$ cat src/sv/ste_pkg.sv
// Package for the session table: sizes, codes and the controller/datapath bundles.
// No dependencies; imported by every module of the block.
`timescale 1ns / 1ps

package ste_pkg;

    localparam int SLOTS    = 8;
    localparam int ID_FIRST = 1;
    localparam int ID_LAST  = 65535;

    localparam int IDX_W = (SLOTS > 1) ? $clog2(SLOTS) : 1;
    localparam int TS_W  = 48;
    localparam int ID_W  = 16;

    typedef enum logic [1:0] {
        CMD_LOGIN    = 2'd0,
        CMD_LOGOUT   = 2'd1,
        CMD_VALIDATE = 2'd2,
        CMD_BAD      = 2'd3
    } t_cmd;

    typedef enum logic [2:0] {
        ST_OK       = 3'd0,
        ST_CRED     = 3'd1,
        ST_EXPIRED  = 3'd2,
        ST_NOTFOUND = 3'd3,
        ST_FULL     = 3'd4,
        ST_PARAM    = 3'd5
    } t_status;

    typedef enum logic [1:0] {
        REG_TIMEOUT_EN = 2'd0,
        REG_TIMEOUT    = 2'd1,
        REG_ADMIN_HASH = 2'd2,
        REG_MAX_LEN    = 2'd3
    } t_reg;

    typedef enum logic [1:0] {
        RES_NONE     = 2'd0,
        RES_LOGIN    = 2'd1,
        RES_VALIDATE = 2'd2
    } t_res;

    typedef enum logic [1:0] {
        S_IDLE   = 2'd0,
        S_SWEEP  = 2'd1,
        S_DECIDE = 2'd2,
        S_DRAW   = 2'd3
    } t_state;

    // Commands from the controller to the datapath.
    typedef struct packed {
        logic    capture;
        logic    sweep;
        logic    logout_clr;
        logic    validate_upd;
        logic    validate_exp;
        logic    draw_step;
        logic    finish;
        t_status status;
        t_res    res;
    } t_dp_ctrl;

    // Status from the datapath to the controller.
    typedef struct packed {
        t_cmd cmd;
        logic plen_bad;
        logic not_admin;
        logic hash_bad;
        logic full;
        logic found;
        logic expired;
        logic id_free;
        logic last_try;
    } t_dp_stat;

endpackage

$ cat src/sv/session_table_with_expiry.sv
// Top level of the session table with expiry.
// Depends on ste_pkg, ste_ctrl and ste_datapath.
//
// Usage:
//   A request (login, logout or validate) is taken at a rising edge where
//   start is high and busy is low; its fields are sampled at that edge.
//   Exactly one result follows, shown for one cycle with o_done high. The
//   receiver cannot stall it, so it must take the result in that cycle.
//   Sequence: the request is latched, then the sweep and the decision
//   states follow, and the result register raises o_done. A granted login
//   also passes through the draw state, where the sequencer tries one
//   identifier candidate per cycle against all slots at once until one is
//   free or the last try is reached. busy falls as o_done rises, so a new
//   request can be taken in the cycle its predecessor's result is shown.
//   Configuration is written through i_cfg_we, i_cfg_idx and i_cfg_data
//   at any edge, and should be changed only while the block is idle.
//   Reset (i_rst_n low, synchronous) empties the table, loads the register
//   defaults and restarts the identifier counter at its first value.
`timescale 1ns / 1ps

module session_table_with_expiry import ste_pkg::*; (
    input  logic        i_clk,
    input  logic        i_rst_n,
    input  logic        i_cfg_we,
    input  logic [1:0]  i_cfg_idx,
    input  logic [31:0] i_cfg_data,
    input  logic        start,
    output logic        busy,
    input  logic [1:0]  i_command,
    input  logic [47:0] i_now_ms,
    input  logic [15:0] i_sess_id,
    input  logic        i_user_is_admin,
    input  logic [31:0] i_password_hash,
    input  logic [7:0]  i_password_len,
    output logic        o_done,
    output logic [2:0]  o_status,
    output logic [15:0] o_granted_id,
    output logic [47:0] o_login_stamp,
    output logic [47:0] o_activity_stamp,
    output logic [47:0] o_expiry_stamp
);

    t_dp_ctrl ctrl;
    t_dp_stat stat;

    // Sequencer.
    ste_ctrl u_ctrl (
        .i_clk   (i_clk),
        .i_rst_n (i_rst_n),
        .i_start (start),
        .i_stat  (stat),
        .o_ctrl  (ctrl),
        .o_busy  (busy)
    );

    // Table and result registers.
    ste_datapath u_dp (
        .i_clk            (i_clk),
        .i_rst_n          (i_rst_n),
        .i_cfg_we         (i_cfg_we),
        .i_cfg_idx        (i_cfg_idx),
        .i_cfg_data       (i_cfg_data),
        .i_command        (i_command),
        .i_now_ms         (i_now_ms),
        .i_sess_id        (i_sess_id),
        .i_user_is_admin  (i_user_is_admin),
        .i_password_hash  (i_password_hash),
        .i_password_len   (i_password_len),
        .i_ctrl           (ctrl),
        .o_stat           (stat),
        .o_done           (o_done),
        .o_status         (o_status),
        .o_granted_id     (o_granted_id),
        .o_login_stamp    (o_login_stamp),
        .o_activity_stamp (o_activity_stamp),
        .o_expiry_stamp   (o_expiry_stamp)
    );

endmodule

$ cat src/sv/ste_ctrl.sv
// Sequencer of the session table: decides each request's path and status.
// Depends on ste_pkg; drives ste_datapath through t_dp_ctrl.
`timescale 1ns / 1ps

module ste_ctrl import ste_pkg::*; (
    input  logic     i_clk,
    input  logic     i_rst_n,
    input  logic     i_start,
    input  t_dp_stat i_stat,
    output t_dp_ctrl o_ctrl,
    output logic     o_busy
);

    t_state r_state, n_state;

    // State register.
    always_ff @(posedge i_clk) begin
        if (!i_rst_n) begin
            r_state <= S_IDLE;
        end else begin
            r_state <= n_state;
        end
    end

    // Next state.
    always_comb begin
        n_state = r_state;
        unique case (r_state)
            S_IDLE: begin
                if (i_start) n_state = S_SWEEP;
            end
            S_SWEEP: begin
                n_state = S_DECIDE;
            end
            S_DECIDE: begin
                if (i_stat.cmd == CMD_LOGIN && !i_stat.plen_bad && !i_stat.not_admin
                    && !i_stat.hash_bad && !i_stat.full) begin
                    n_state = S_DRAW;
                end else begin
                    n_state = S_IDLE;
                end
            end
            S_DRAW: begin
                if (i_stat.id_free || i_stat.last_try) n_state = S_IDLE;
            end
            default: n_state = S_IDLE;
        endcase
    end

    // Outputs.
    always_comb begin
        o_ctrl = '0;
        o_ctrl.status = ST_OK;
        o_ctrl.res    = RES_NONE;
        unique case (r_state)
            S_IDLE: begin
                o_ctrl.capture = i_start;
            end
            S_SWEEP: begin
                // Only a login past the cheap checks, or a validate, sweeps.
                o_ctrl.sweep = (i_stat.cmd == CMD_VALIDATE) ||
                               (i_stat.cmd == CMD_LOGIN && !i_stat.plen_bad &&
                                !i_stat.not_admin);
            end
            S_DECIDE: begin
                unique case (i_stat.cmd)
                    CMD_LOGIN: begin
                        priority if (i_stat.plen_bad) begin
                            o_ctrl.finish = 1'b1;
                            o_ctrl.status = ST_PARAM;
                        end else if (i_stat.not_admin || i_stat.hash_bad) begin
                            o_ctrl.finish = 1'b1;
                            o_ctrl.status = ST_CRED;
                        end else if (i_stat.full) begin
                            o_ctrl.finish = 1'b1;
                            o_ctrl.status = ST_FULL;
                        end else begin
                            // All checks passed: the draw follows.
                            o_ctrl.finish = 1'b0;
                        end
                    end
                    CMD_LOGOUT: begin
                        o_ctrl.finish     = 1'b1;
                        o_ctrl.logout_clr = i_stat.found;
                        o_ctrl.status     = i_stat.found ? ST_OK : ST_NOTFOUND;
                    end
                    CMD_VALIDATE: begin
                        o_ctrl.finish = 1'b1;
                        priority if (!i_stat.found) begin
                            o_ctrl.status = ST_NOTFOUND;
                        end else if (i_stat.expired) begin
                            o_ctrl.validate_exp = 1'b1;
                            o_ctrl.status       = ST_EXPIRED;
                        end else begin
                            o_ctrl.validate_upd = 1'b1;
                            o_ctrl.res          = RES_VALIDATE;
                        end
                    end
                    default: begin
                        o_ctrl.finish = 1'b1;
                        o_ctrl.status = ST_PARAM;
                    end
                endcase
            end
            S_DRAW: begin
                o_ctrl.draw_step = 1'b1;
                if (i_stat.id_free || i_stat.last_try) begin
                    o_ctrl.finish = 1'b1;
                    o_ctrl.res    = RES_LOGIN;
                end
            end
            default: ;
        endcase
    end

    assign o_busy = (r_state != S_IDLE);

endmodule

$ cat src/sv/ste_datapath.sv
// Datapath of the session table: configuration, slot storage, request and result registers.
// Depends on ste_pkg; commanded by ste_ctrl.
`timescale 1ns / 1ps

module ste_datapath import ste_pkg::*; (
    input  logic            i_clk,
    input  logic            i_rst_n,
    input  logic            i_cfg_we,
    input  logic [1:0]      i_cfg_idx,
    input  logic [31:0]     i_cfg_data,
    input  logic [1:0]      i_command,
    input  logic [47:0]     i_now_ms,
    input  logic [15:0]     i_sess_id,
    input  logic            i_user_is_admin,
    input  logic [31:0]     i_password_hash,
    input  logic [7:0]      i_password_len,
    input  t_dp_ctrl        i_ctrl,
    output t_dp_stat        o_stat,
    output logic            o_done,
    output logic [2:0]      o_status,
    output logic [15:0]     o_granted_id,
    output logic [47:0]     o_login_stamp,
    output logic [47:0]     o_activity_stamp,
    output logic [47:0]     o_expiry_stamp
);

    // Configuration registers.
    logic        r_timeout_en;
    logic [31:0] r_timeout;
    logic [31:0] r_admin_hash;
    logic [7:0]  r_max_len;

    // Latched request.
    t_cmd        r_cmd;
    logic [47:0] r_now;
    logic [15:0] r_sid;
    logic        r_admin;
    logic [31:0] r_phash;
    logic [7:0]  r_plen;

    // Slot storage.
    logic [SLOTS-1:0]  r_active;
    logic [ID_W-1:0]   r_ident    [SLOTS];
    logic [TS_W-1:0]   r_login    [SLOTS];
    logic [TS_W-1:0]   r_activity [SLOTS];
    logic [TS_W-1:0]   r_expiry   [SLOTS];

    logic [ID_W-1:0]  r_next_ident;
    logic [IDX_W-1:0] r_tries;

    logic [SLOTS-1:0] expired_vec;
    logic [SLOTS-1:0] match_vec;
    logic [SLOTS-1:0] cand_vec;
    logic [IDX_W-1:0] find_idx;
    logic [IDX_W-1:0] free_idx;
    logic             found;
    logic             has_free;
    logic [TS_W:0]    exp_sum;
    logic [TS_W-1:0]  exp_calc;
    logic             alloc;

    // Configuration writes.
    always_ff @(posedge i_clk) begin
        if (!i_rst_n) begin
            r_timeout_en <= 1'b1;
            r_timeout    <= 32'd1800000;
            r_admin_hash <= 32'd0;
            r_max_len    <= 8'd64;
        end else if (i_cfg_we) begin
            unique case (t_reg'(i_cfg_idx))
                REG_TIMEOUT_EN: r_timeout_en <= i_cfg_data[0];
                REG_TIMEOUT:    r_timeout    <= i_cfg_data;
                REG_ADMIN_HASH: r_admin_hash <= i_cfg_data;
                REG_MAX_LEN:    r_max_len    <= i_cfg_data[7:0];
                default: ;
            endcase
        end
    end

    // Request capture.
    always_ff @(posedge i_clk) begin
        if (i_ctrl.capture) begin
            r_cmd   <= t_cmd'(i_command);
            r_now   <= i_now_ms;
            r_sid   <= i_sess_id;
            r_admin <= i_user_is_admin;
            r_phash <= i_password_hash;
            r_plen  <= i_password_len;
        end
    end

    // Per-slot compares: expiry against now, identifier against request and candidate.
    always_comb begin
        for (int i = 0; i < SLOTS; i++) begin
            expired_vec[i] = r_active[i] && (r_now > r_expiry[i]);
            match_vec[i]   = r_active[i] && (r_ident[i] == r_sid);
            cand_vec[i]    = r_active[i] && (r_ident[i] == r_next_ident);
        end
    end

    // Lowest matching slot and lowest free slot.
    always_comb begin
        found    = 1'b0;
        find_idx = '0;
        has_free = 1'b0;
        free_idx = '0;
        for (int i = SLOTS - 1; i >= 0; i--) begin
            if (match_vec[i]) begin
                found    = 1'b1;
                find_idx = IDX_W'(i);
            end
            if (!r_active[i]) begin
                has_free = 1'b1;
                free_idx = IDX_W'(i);
            end
        end
    end

    // Expiry with saturation at the top of the time range.
    assign exp_sum  = {1'b0, r_now} + {17'd0, r_timeout};
    assign exp_calc = exp_sum[TS_W] ? {TS_W{1'b1}} : exp_sum[TS_W-1:0];

    assign alloc = i_ctrl.draw_step && i_ctrl.finish;

    // Status to the controller.
    always_comb begin
        o_stat.cmd       = r_cmd;
        o_stat.plen_bad  = (r_plen > r_max_len);
        o_stat.not_admin = !r_admin;
        o_stat.hash_bad  = (r_phash != r_admin_hash);
        o_stat.full      = !has_free;
        o_stat.found     = found;
        o_stat.expired   = r_timeout_en && (r_now > r_expiry[find_idx]);
        o_stat.id_free   = ~|cand_vec;
        o_stat.last_try  = (r_tries == IDX_W'(SLOTS - 1));
    end

    // Active flags: sweep, logout, expiry on validate, new session.
    always_ff @(posedge i_clk) begin
        if (!i_rst_n) begin
            r_active <= '0;
        end else begin
            if (i_ctrl.sweep && r_timeout_en) begin
                r_active <= r_active & ~expired_vec;
            end
            if (i_ctrl.logout_clr || i_ctrl.validate_exp) begin
                r_active[find_idx] <= 1'b0;
            end
            if (alloc) begin
                r_active[free_idx] <= 1'b1;
            end
        end
    end

    // Slot payload writes.
    always_ff @(posedge i_clk) begin
        if (alloc) begin
            r_ident[free_idx]    <= r_next_ident;
            r_login[free_idx]    <= r_now;
            r_activity[free_idx] <= r_now;
            r_expiry[free_idx]   <= exp_calc;
        end
        if (i_ctrl.validate_upd) begin
            r_activity[find_idx] <= r_now;
            r_expiry[find_idx]   <= exp_calc;
        end
    end

    // Identifier counter and the try count of the current draw.
    always_ff @(posedge i_clk) begin
        if (!i_rst_n) begin
            r_next_ident <= ID_W'(ID_FIRST);
            r_tries      <= '0;
        end else begin
            if (i_ctrl.capture) r_tries <= '0;
            if (i_ctrl.draw_step) begin
                r_tries <= r_tries + 1'b1;
                if (r_next_ident >= ID_W'(ID_LAST)) begin
                    r_next_ident <= ID_W'(ID_FIRST);
                end else begin
                    r_next_ident <= r_next_ident + 1'b1;
                end
            end
        end
    end

    // Result strobe.
    always_ff @(posedge i_clk) begin
        if (!i_rst_n) begin
            o_done <= 1'b0;
        end else begin
            o_done <= i_ctrl.finish;
        end
    end

    // Result payload.
    always_ff @(posedge i_clk) begin
        if (i_ctrl.finish) begin
            o_status <= i_ctrl.status;
            unique case (i_ctrl.res)
                RES_LOGIN: begin
                    o_granted_id     <= r_next_ident;
                    o_login_stamp    <= r_now;
                    o_activity_stamp <= r_now;
                    o_expiry_stamp   <= exp_calc;
                end
                RES_VALIDATE: begin
                    o_granted_id     <= r_ident[find_idx];
                    o_login_stamp    <= r_login[find_idx];
                    o_activity_stamp <= r_now;
                    o_expiry_stamp   <= exp_calc;
                end
                default: begin
                    o_granted_id     <= '0;
                    o_login_stamp    <= '0;
                    o_activity_stamp <= '0;
                    o_expiry_stamp   <= '0;
                end
            endcase
        end
    end

endmodule

$ cat config.mk
export PLATFORM = sky130hd
export DESIGN_NAME = session_table_with_expiry
export DESIGN_NICKNAME = d
export VERILOG_FILES = /design/src/sv/ste_pkg.sv /design/src/sv/session_table_with_expiry.sv /design/src/sv/ste_ctrl.sv /design/src/sv/ste_datapath.sv
export SDC_FILE = /design/constraint.sdc
export NUM_CORES = 2
export LEC_CHECK = 0
export ABC_CLOCK_PERIOD_IN_PS = 20400
export BUFFER_PORTS_ARGS = -buffer_cell sky130_fd_sc_hd__buf_2
export CAP_MARGIN = 20
export CORE_MARGIN = 2
export CORE_UTILIZATION = 29
export DETAILED_ROUTE_END_ITERATION = 8
export PLACE_DENSITY_LB_ADDON = 0.15
export SETUP_SLACK_MARGIN = 0.3
export SLEW_MARGIN = 20
export SYNTH_ARGS = -nofsm -noshare
export SYNTH_HDL_FRONTEND = slang
export SYNTH_HIERARCHICAL = 1
export SYNTH_SLANG_ARGS = --single-unit
$ cat constraint.sdc
create_clock -name i_clk -period 20.4 [get_ports i_clk]
set_clock_uncertainty 0.2 [all_clocks]
set_input_delay 1.02 -clock i_clk [delete_from_list [all_inputs] [get_ports i_clk]]
set_output_delay 1.02 -clock i_clk [all_outputs]
set_load 0.02 [all_outputs]
# --- Yosys cells after proc, flatten, opt, wreduce, memory -nomap -nowiden ---
# Memories as Yosys holds them, arrays and structs flattened.
# Cells that the tools add are included.
totals:
  rom_bits: 0
  out_inout_bits: 165
  input_bits: 145
  latch_bits: 0
  mem_count: 3
  wordCells: 212
  ff_bits: 373
  mem_bits_rw: 896
memory_table:
  columns: ["name", "depth", "word_bits", "rd", "rd_clocked_by_memory_dff", "write_ports", "line", "source"]
  rows:
  - ["u_dp.r_expiry", 8, 48, 9, 0, 1, "ste_datapath.sv:46", "logic [TS_W-1:0] r_expiry [SLOTS];"]
  - ["u_dp.r_login", 8, 48, 1, 0, 1, "ste_datapath.sv:44", "logic [TS_W-1:0] r_login [SLOTS];"]
  - ["u_dp.r_ident", 8, 16, 9, 0, 1, "ste_datapath.sv:43", "logic [ID_W-1:0] r_ident [SLOTS];"]
op_classes:
  mul: 0
  div_mod_pow: 0
  bitwise_logic: 5
  add_sub_neg: 3
  eq_ne: 30
  order_cmp: 15
  reduce_logical: 54
  n_mux: 82
  n_shift: 0
ops:
  columns: ["op", "count"]
  rows:
  - ["$gt A48 B48 Y1", 9]
  - ["$eq A16 B16 Y1", 16]
  - ["$mux W48", 2]
  - ["$pmux W48 S2", 1]
  - ["$mux W3", 22]
  - ["$add A48 B32 Y49", 1]
  - ["$reduce_or A48 Y1", 1]
  - ["$mux W8", 5]
  - ["$logic_and A1 B1 Y1", 33]
  - ["$mux W1", 32]
  - ["$ne A32 B32 Y1", 1]
  - ["$pmux W16 S2", 1]
  - ["$mux W2", 10]
  - ["$add A16 B1 Y16 const B", 1]
  - ["$and A8 B8 Y8", 2]
  - ["$ge A16 B16 Y1 const B", 1]
  - ["$mux W16", 1]
  - ["$not A8 Y8", 2]
  - ["$eq A2 B2 Y1 const B", 6]
  - ["$pmux W4 S3", 1]
  - ["$reduce_and A2 Y1", 5]
  - ["$eq A2 B1 Y1 const B", 4]
  - ["$gt A8 B8 Y1", 1]
  - ["$lt A3 B4 Y1 const B", 2]
  - ["other kinds (17)", 29]

# --- Logic depth before layout (Yosys ltp) ---
# An unclocked memory read counts as a cell.
logic_depth:
  word_depth: 23
  depth_mapped: 32
  ltp_nobuf: 25

# --- Modules after synthesis ---
# Netlist, hierarchy kept.
by_module_without_submodules:
  columns: ["module", "cells_per_inst", "seq_area_each_um2", "n_inst", "area_per_inst_um2"]
  rows:
  - ["ste_datapath", 5275, 37035.5, 1, 63694.8]
  - ["ste_ctrl", 45, 40.0, 1, 310.3]

# --- Worst setup path before layout ---
# Ideal clock, no wire load.
synth_timing:
  path_type: "register to register"
  start: "register u_dp.r_plen[1]"
  end: "memory u_dp.r_expiry[3][0], enable pin"
  synth_period_minus_slack_ps: 15362
  setup_time_ps: 404
  stages_incl_launch_ff: 17
  n_path_buf: 0
  t_required_ps: 19796
  arrival_time_ps: 14758
  slack_ps: 5038
  cell_sequence: "edfxtp_1 > ha_1 > nor2b_1 > o21a_1 > o21ai_0 > nand2b_1 > a21oi_1 > nor2_1 > a211oi_1 > a21oi_1 > or4_4 > a211oi_2 > o22ai_1 > nand2_1 > or3_1 > nor2_1 > a21o_1"
synth_rtl:
  columns: ["element", "line", "source"]
  rows:
  - ["start: declaration", "ste_datapath.sv:39", "logic [7:0] r_plen;"]
  - ["start signal: assignment", "ste_datapath.sv:88", "r_plen <= i_password_len;"]
  - ["end: declaration", "ste_datapath.sv:46", null]

==> results.cfg <==
[final_layout]
layout_commonest_cell = edfxtp_1
syn_to_final_growth_pct = 17.2
drive_gt1_share_pct = 13.6
nets = 6353
final_cell_mix = 1166 x edfxtp_1, 496 x inv_1, 479 x ha_1, 372 x nand2_1, 309 x buf_2

[placed_design]
place_ws_ns = 10.03
port_buffers = 309
hpwl_mm = 177
gp_congestion = 0.929

[critical_path]
r2r_slack_ns = 9.98
startpoint_type = flop
criticalPathCategory = flop to flop
reg2regPathDepth = 26
crit_top_cell = buf_4
worstPathMaxFanout = 47
crit_path_end_kind = flop
critPathRequiredTime_ns = 20.70
slowest_delay_ns = 0.80
crit-reg2reg-launch = u_dp/r_sid[14]
slowest_stage = or3_1
cp.arrival_ns = 10.72
r2r-end = u_dp/o_login_stamp[23]

[routing]
vias_per_cell = 5.31
vias = 46400
top_layer = met5
drt_first_pass_iters = 7
drt-initial-drc-count = 4074
wl_per_cell_microns = 29.2
wl_met3_mm = 13.4
drc_errors = 0
ant_nets = 0
drt_wl_total_mm = 255
route.met2.wl_mm = 122
drt-met1-wl_mm = 113

[logic_synthesis]
synthArstFlopShare_pct = 0
ys_ff_latch = 1269
syn_inst = 5320
ys_top_cells_by_area = edfxtp_1 55%, ha_1 9.4%, dfxtp_1 3.2%, xnor2_1 3.1%, inv_1 2.9%
synth_top_area_share_pct = 54.7
synth_fp_nets = 5947
ys.warnings.count = 6
seq_area_frac_synth_pct = 57.9
yosysTopAreaCell = edfxtp_1
synthesis.area_sq_um = 64000
synth_flop_cell = edfxtp_1
synth_enable_flop_cells = 1166
syn_avg_cell_area_sq_um = 12.0
yosysUniqueCellTypes = 85

[global_route]
grt_pass1_wl_mm = 356
gr-total-overflow = 0
antenna_found_initial = 20
grtUsageTotal_pct = 22.2
grt_pass1_vias = 46300
grt_max_degree = 119

[floorplanning]
ios = 310
die_x_microns = 474
rows = 172
initial_core_util_pct = 29.2
core-area_sq_um = 220000
die_height_microns = 474
dieArea_sq_um = 224000

[worst_hold_path]
worstHoldStart = i_now_ms[25]
hold_end = u_dp/r_now[25]
whs_path_depth = 1
hp-class = input pin to flop

[clock_tree]
holdBufCountCts = 0
numClockSinks = 1269
path_clk_slew_ns = 0.06
cts_tree = built
cts-root-buf = clkbuf_16
h-tree-depth = 4
post_cts_buffers = 0
cts.path.max_buffers = 3
insertion_delay_ns = 0.83
cts_made_buffers = 155
cts_resized = 0

[timing]
fin_ws_ns = 9.98
max_freq_ghz = 0.0959
slew_violations = 0
max_slew_margin_pct = 21.7
rsz0062_at_grt = no
setup_viol = 0
worst_slew_pin_slew_ns = 1.17
fin_tns_setup_ns = 0
fin_crit_sh_pct = 51.1
hold_viol_final = 0
post-route-min-period_ns = 10.42

[run]
max_cap_violations = 0

[pwr]
ir_drop_mv = 0.0808
p_total_mw = 6.27
cellLeakagePower_nw = 27.1
powerDensity_nw_per_um2 = 83.5

[status]
status = finished clean
-- cell families after synthesis --
logic type	count (synthesis)	share of synthesized area, %
adder cells (fa/ha/maj)	482	9.43
flip-flops	1269	57.9
XOR/XNOR	332	4.54
buffers and inverters	704	4.26
multiplexers	72	1.13
AO/OA/AOI/OAI	1247	13.2
AND/OR/NAND/NOR	1214	9.54
-- flip-flops by register name, indices dropped and copies added, names as in the netlist, 3 cells and up --
register and flops:
u_dp/o_expiry_stamp 48, u_dp/r_plen 8, u_dp/o_status 3, u_dp/r_active 8
u_dp/r_tries 3, u_dp/r_max_len 8, u_dp/r_next_ident 16, u_dp/o_login_stamp 48
u_dp/r_admin_hash 32, u_dp/r_sid 16, u_dp/r_phash 32, u_dp/r_timeout 32
u_dp/r_ident 128, u_dp/o_activity_stamp 48, u_dp/r_login 384, u_dp/r_expiry 384
u_dp/o_granted_id 16, u_dp/r_now 48
-- layer usage --
| layer | track usage (%) | up-vias |
|---|---|---|
| met5 | 0 | - |
| met4 | 6.12 | 6 |
| met3 | 3.03 | 306 |
| met2 | 37.1 | 1618 |
| met1 | 30.1 | 23500 |
| li1 | - | 20900 |
-- worst max-delay path, delay by kind of cell, from the launching register on --
kind / cells / cell delay, ns
fa+ha+maj: 2 / 0.98
compound gates: 9 / 1.67
buf+inv: 3 / 1.53
xor+xnor: 1 / 0.44
simple gates: 11 / 4.59
flops: 1 / 0.59
-- cell type report --
type | count | area (sq um)
antenna | 3 | 7.51
clock buffer | 188 | 4060
clock inverter | 96 | 1240
fill | 21800 | 144000
inverter | 497 | 1870
multi-input combinational | 3347 | 24500
sequential | 1269 | 37100
tap | 2871 | 3590
timing repair buffer | 456 | 2660
-- Yosys cell counts, drive strengths merged (11+ instances only) --
library cell,instances
nor2,202
or2,17
o211ai,103
a2bb2oi,35
o22ai,54
nand3,76
a31oi,46
mux2i,70
nand2,373
and3,26
o221ai,11
nor3,92
inv,497
buf,68
a211oi,90
a22o,23
nor4,80
nor2b,80
o31ai,13
a2111oi,13
dfxtp,103
a21oi,290
xnor2,229
clkbuf,139
or3,15
xor2,103
a222oi,44
a211o,11
nand2b,22
and2,14
o21ai,204
a21o,114
o32ai,22
o221a,22
a22oi,45
nand4,155
ha,481
o21bai,16
or4,19
edfxtp,1166
o21a,35
-- power breakdown --
group          switching, mW  internal [mW]  leakage (nW)  total (mW)
Combinational          0.307          0.126          13.4       0.433
Clock                   1.19           1.71          2.54        2.91
Sequential            0.0297           2.90          11.2        2.93
-- how the worst max path moves through the flow --
stage / slack (ns) / to / from
2_1_floorplan: 5.04 / u_dp/r_expiry[3][0] / u_dp/r_plen[1]
3_3_place_gp: 10.20 / u_dp/o_granted_id[11] / u_dp/r_sid[14]
3_5_place_dp: 10.03 / u_dp/o_granted_id[10] / u_dp/r_sid[14]
4_1_cts: 9.98 / u_dp/o_login_stamp[23] / u_dp/r_sid[14]
5_1_grt: 9.66 / u_dp/o_granted_id[3] / u_dp/r_sid[14]
6_report: 9.98 / u_dp/o_login_stamp[23] / u_dp/r_sid[14]
-- per-stage QoR --
stage / instance area (sq um) / hold slack [ns] / utilization (%) / std cells
6_report: 75000 / 0.166 / 34.2 / 8727
5_1_grt: 75000 / 0.120 / 34.2 / 8725
4_1_cts: 75000 / 0.0970 / 34.2 / 8723
3_5_place_dp: 69700 / 0.251 / 31.7 / 8439
3_3_place_gp: 69700 / 0.246 / 31.7 / 8439
2_1_floorplan: 64000 / 0.236 / - / 5320
(Power assumes the default switching activity.)
